<file path="config.mk">
export PLATFORM = sky130hd
export DESIGN_NAME = ttvg_comb
export DESIGN_NICKNAME = d
export VERILOG_FILES = /design/src/design/ttvg_pkg.sv /design/src/design/ttvg_comb.sv
export SDC_FILE = /design/constraint.sdc
export NUM_CORES = 2
export LEC_CHECK = 0
export ABC_AREA = 1
export BUFFER_PORTS_ARGS = -buffer_cell sky130_fd_sc_hd__buf_4
export CAP_MARGIN = 20
export CORE_MARGIN = 5
export CORE_UTILIZATION = 25
export DETAILED_ROUTE_END_ITERATION = 7
export PLACE_DENSITY_LB_ADDON = 0.12
export SLEW_MARGIN = 20
export SYNTH_ARGS = -nofsm -noshare
export SYNTH_HDL_FRONTEND = slang
export SYNTH_SLANG_ARGS = --single-unit
</file>
<file path="constraint.sdc">
create_clock -name clk -period 7.6 [get_ports clk]
set_input_delay 1.52 -clock clk [delete_from_list [all_inputs] [get_ports clk]]
set_output_delay 1.52 -clock clk [all_outputs]
set_load 0.02 [all_outputs]
</file>
<file path="src/design/ttvg_pkg.sv">
// Types, constants and width helpers for the temporal TV gradient block.
// No dependencies.
package ttvg_pkg;

	localparam int CFG_WIDTH    = 31;
	localparam int CFG_DATA_W   = 32;
	localparam int CFG_IDX_W    = 2;
	localparam int FRAC_BITS    = 16;
	localparam int Q_BITS       = FRAC_BITS + 1;
	localparam int N_WIDTH      = FRAC_BITS + 2;
	localparam int COMB_LATENCY = 4;

	localparam logic [CFG_IDX_W-1:0] CFG_BETA    = 2'd0;
	localparam logic [CFG_IDX_W-1:0] CFG_BETA_SQ = 2'd1;

	typedef struct packed {
		logic [CFG_WIDTH-1:0] beta;
		logic [CFG_WIDTH-1:0] beta_sq;
	} ttvg_cfg_t;

	// width of |d|^2 + beta_sq in Q.32, always even
	function automatic int sum_width(int w);
		return (2 * w + 2 > CFG_WIDTH + FRAC_BITS + 1) ? 2 * w + 2 : CFG_WIDTH + FRAC_BITS + 1;
	endfunction

	function automatic int root_width(int w);
		return sum_width(w) / 2;
	endfunction

	// diff, square, two sums, root steps, divide steps, output
	function automatic int norm_latency(int w);
		return root_width(w) + Q_BITS + 5;
	endfunction

endpackage

</file>
<file path="src/design/ttvg_comb.sv">
// Combine stage: grad + round(beta * (n1 - n2)), saturated; four registers deep.
// Uses ttvg_pkg.
module ttvg_comb
	import ttvg_pkg::*;
#(
	parameter int W = 32
) (
	input  logic                      clk,
	input  logic                      en,
	input  ttvg_cfg_t                 cfg,
	input  logic signed [N_WIDTH-1:0] n1,
	input  logic signed [N_WIDTH-1:0] n2,
	input  logic signed [W-1:0]       g,
	output logic signed [W-1:0]       res
);

	localparam int MW = N_WIDTH;
	localparam int PW = MW + CFG_WIDTH;
	localparam int TW = PW + 1 - FRAC_BITS;
	localparam int VW = ((W > TW) ? W : TW) + 1;

	logic signed [MW:0] delta;
	logic [MW-1:0] mag_s1;
	logic neg_s1, neg_s2;
	logic signed [W-1:0] g_s1, g_s2, g_s3;
	logic [PW-1:0] prod_s2;
	logic [PW:0] rnd;
	logic [TW-1:0] p;
	logic signed [TW-1:0] term_s3;
	logic signed [VW-1:0] v;
	logic ovf;

	assign delta = (MW+1)'(n1) - (MW+1)'(n2);

	always_ff @(posedge clk) begin
		if (en) begin
			mag_s1 <= delta[MW] ? MW'(-delta) : MW'(delta);
			neg_s1 <= delta[MW];
			g_s1   <= g;
		end
	end

	always_ff @(posedge clk) begin
		if (en) begin
			prod_s2 <= PW'(mag_s1) * PW'(cfg.beta);
			neg_s2  <= neg_s1;
			g_s2    <= g_s1;
		end
	end

	// round half away from zero on the magnitude
	assign rnd = {1'b0, prod_s2} + (PW+1)'(1 << (FRAC_BITS - 1));
	assign p   = rnd[PW:FRAC_BITS];

	always_ff @(posedge clk) begin
		if (en) begin
			term_s3 <= neg_s2 ? -$signed(p) : $signed(p);
			g_s3    <= g_s2;
		end
	end

	assign v   = VW'(g_s3) + VW'(term_s3);
	assign ovf = (v[VW-1:W-1] != '0) && (v[VW-1:W-1] != '1);

	always_ff @(posedge clk) begin
		if (en)
			res <= ovf ? {v[VW-1], {(W-1){~v[VW-1]}}} : v[W-1:0];
	end

endmodule

</file>
==> reports/results.md <==
| Quantity | Reported |
|:---|:---|
| Outcome | finished, final reports clean |
| Basic-gate share of the synthesized area counting and, or, nand and nor cells | 0.216 |
| Critical path data required time | 7.92 ns |
| Type of element capturing the critical path | register |
| CP Cell Sequence | buf_4 > nand2_1 > fa_1 > fa_1 > fa_1 > inv_1 > fa_1 > fa_1 > inv_1 > fa_1 > inv_1 > ha_1 > nand2_1 > nor2_1 > nand2_1 > inv_1 > nand2_1 > nand2_1 > a21oi_1 > o21ai_0 > nand2_1 > nand3b_1 > nand2_1 |
| Weighted congestion at the end of routability-driven global placement | 0.843 |
| Most used cells in the layout excluding fill and tap cells | sky130_fd_sc_hd__nand2_1 (1139), sky130_fd_sc_hd__inv_1 (935), sky130_fd_sc_hd__fa_1 (464) |
| Worst-path clk slew | 0.06 ns |
| Clock buffer count from CTS | 27 |
| Area of the placeable core | 123000 µm² |
| Count of H-tree levels built during CTS | 1 |
| Via count of the routed design | 23700 |
| Number of antenna violations at the first check in global routing | 1 |
| Sequential area share after synthesis | 0.210 |
| Number of max-capacitance violations reported | 0 |
| Gate Count Post-Synth | 3879 |
| Synth Area in Adders | 0.372 |
| Setup TNS | 0 ns |
| Critical path buffer and inverter count | 5 |
| Launching point of the worst reg2reg path | mag_s1[4] |
| Worst slew margin relative to its limit | 0.268 |
| Post-Synthesis Net Count | 4650 |
| Area Growth Syn to Fin | 12.6% |
| Clock latency on the worst-skew pair | 0.59 ns |
| Area fraction of the dominant cell type after synthesis | 0.301 |
| Non-filler instance count after layout | 5622 |
| TritonCTS sink count | 216 |
| Per-instance average area after synthesis | 7.96 µm² |
| Final max-slew violation count | 0 |
| Initial cell density of the core | 0.251 |
| Die extent in x | 361 µm |
| Clk root buf | sky130_fd_sc_hd__clkbuf_16 |
| Hold wc startpoint | g_s1[25] |
| Overall overflow remaining after global route | 0 |
| TritonCTS clock tree | yes |
| Most area-hungry cell type in the Yosys netlist | sky130_fd_sc_hd__fa_1 |
| Slowest library cell on the worst path | sky130_fd_sc_hd__fa_1 |
| Top cell family by delay on the critical path | adder cells |
| Maximum net fanout on the critical path | 15 |
| Combined global-route utilization of all metal layers | 0.139 |
| XOR/XNOR Fraction of Synth Area | 0.0286 |
| Count of instances resized after the clock tree is built | 0 |
| Cell area after synthesis | 30900 µm² |
| FF+latch count, synth | 216 |
| Vertical die dimension | 361 µm |
| Delay of the slowest critical-path stage | 0.56 ns |
| Number of buffers between clock root and the deepest sink | 3 |
| Critical Path Start | cfg[50] |
| Final Hold Fails | 0 |
| Nature of the critical path startpoint | input port |
| Type of the tightest min-delay check | reg -> reg |
| Top cells by area, synth | sky130_fd_sc_hd__fa_1 (30%), sky130_fd_sc_hd__edfxtp_1 (21%), sky130_fd_sc_hd__nand2_1 (14%), sky130_fd_sc_hd__inv_1 (11%), sky130_fd_sc_hd__ha_1 (7.1%) |
| I/O pin total | 164 |
| Number of buffers added on ports | 132 |
| Combinational family with the most area after synthesis | adder cells |
| Antenna cells | 0 |
| Global-route wire length before repair | 145000 µm |
| Detailed-route DRC error count | 0 |
| CP most frequent cell | sky130_fd_sc_hd__nand2_1 |
| Iteration-0 DRC count of the detailed router | 1126 |
| Pre-antenna DRT Iters | 6 |
| Detail-routed net length per standard cell | 16.0 µm |
| Final period demand of the worst path | 6.85 ns |
| Post-route fraction of the period consumed by the critical path | 0.901 |
| Most common cell after layout, fill and taps aside | sky130_fd_sc_hd__nand2_1 |
| Worst Clk Skew | 0.0368 ns |
| Share of the synthesized area in compound gates (AO/OA/AOI/OAI) | 0.0420 |
| Total of hold buffers inserted after clock tree synthesis | 0 |
| Achievable frequency | 146 MHz |
| Final-report setup violation count | 0 |
| Number of instances in the placed design | 5572 |
| Critical Setup Path Class | in -> reg |
| Final nets | 4735 |
| Transition at the pin with the smallest max-transition slack | 1.10 ns |
| Total detailed-routing wirelength | 89800 µm |
| Via count of the first global-routing pass | 26000 |
| Setup repair after global routing missed its margin | no |
| Maximum number of pins on one net before global-route repair | 85 |
| Via density | 4.22 |
| Number of warnings issued by yosys | 0 |
| Die ar. | 131000 µm² |
| Proportion of layout cells with a drive suffix above 1 | 0.0738 |
| Std-Cell Rows | 129 |
| DPL Wire Length | 74100 µm |
| Post-DRT Antenna Nets | 0 |
| Distinct cell type count of the synthesized netlist | 41 |
| Critical Path AT | 7.17 ns |
| Postcts setup bufs | 0 |
| Mux cell area share after synthesis | 0 |
## routing by layer
layer  GRT usage  wire length [µm]  share of wire  up-vias
met5           0                13        0.00014        -
met4      0.0259              1750          0.020        2
met3      0.0141              2800          0.031       95
met2       0.248             44000           0.49      373
met1       0.185             41300           0.46    11500
li1            -                 -              -    11700
## sequential cells by signal (all words and copies together) (netlist names)
| signal | count |
|---|---|
| prod_s2 | 34 |
| term_s3 | 34 |
| g_s1 | 32 |
| g_s2 | 32 |
| g_s3 | 32 |
| res | 32 |
| mag_s1 | 18 |
| neg_s1 | 1 |
| neg_s2 | 1 |
## final timing paths
| path | endpoint | slack [ns] | cells after the start |
|---|---|---|---|
| worst max-delay path | prod_s2[48] | 0.75 | 23 |
| worst min-delay path | g_s2[25] | 0.40 | 0 |
| worst max register to register | prod_s2[48] | 0.85 | 22 |
| worst min register to register | g_s2[25] | 0.40 | 0 |
## cells by family after synthesis
kind of cell	Yosys count
xor+xnor	100
flops	216
simple gates	1619
fa+ha+maj	639
compound gates	233
buf+inv	1072
## layout make-up
cell class	count	area [µm²]
clock inverter	21	264
fill	13500	88400
inverter	939	3520
timing repair buffer	189	1440
multi-input combinational	2591	20300
clock buffer	29	683
sequential	216	6490
tap	1637	2050
## cells in the mapped netlist, drive strengths merged
cell type  number
nand3b         10
nand3         157
inv           939
nand4          20
o211ai          3
nand2        1168
a21boi          3
o31ai           1
o2111ai         2
edfxtp        216
o21a            6
o21ai          58
a211oi          3
and3            3
nor4            7
fa            464
or2             1
clkbuf        100
a21o           10
a31oi           5
xnor2          35
ha            175
xor2           65
and2            2
nor3           20
nor2          231
a21oi         123
buf            33
o21bai         19
## stage by stage
step | area [µm²] | worst slack (ns) | hold WS (ns) | utilization
finish | 34800 | 0.751 | 0.399 | 0.282
global route | 34800 | 0.484 | 0.423 | 0.282
CTS | 34800 | 0.717 | 0.404 | 0.282
detailed placement | 33800 | 0.0895 | 0.405 | 0.275
global placement | 33800 | 0.0987 | 0.402 | 0.275
floorplan | 30900 | 0.668 | 0.400 | -
Power is left out: the tool's default activity adds up to more than one toggle a clock period on the data nets, which glitch-free logic cannot reach.
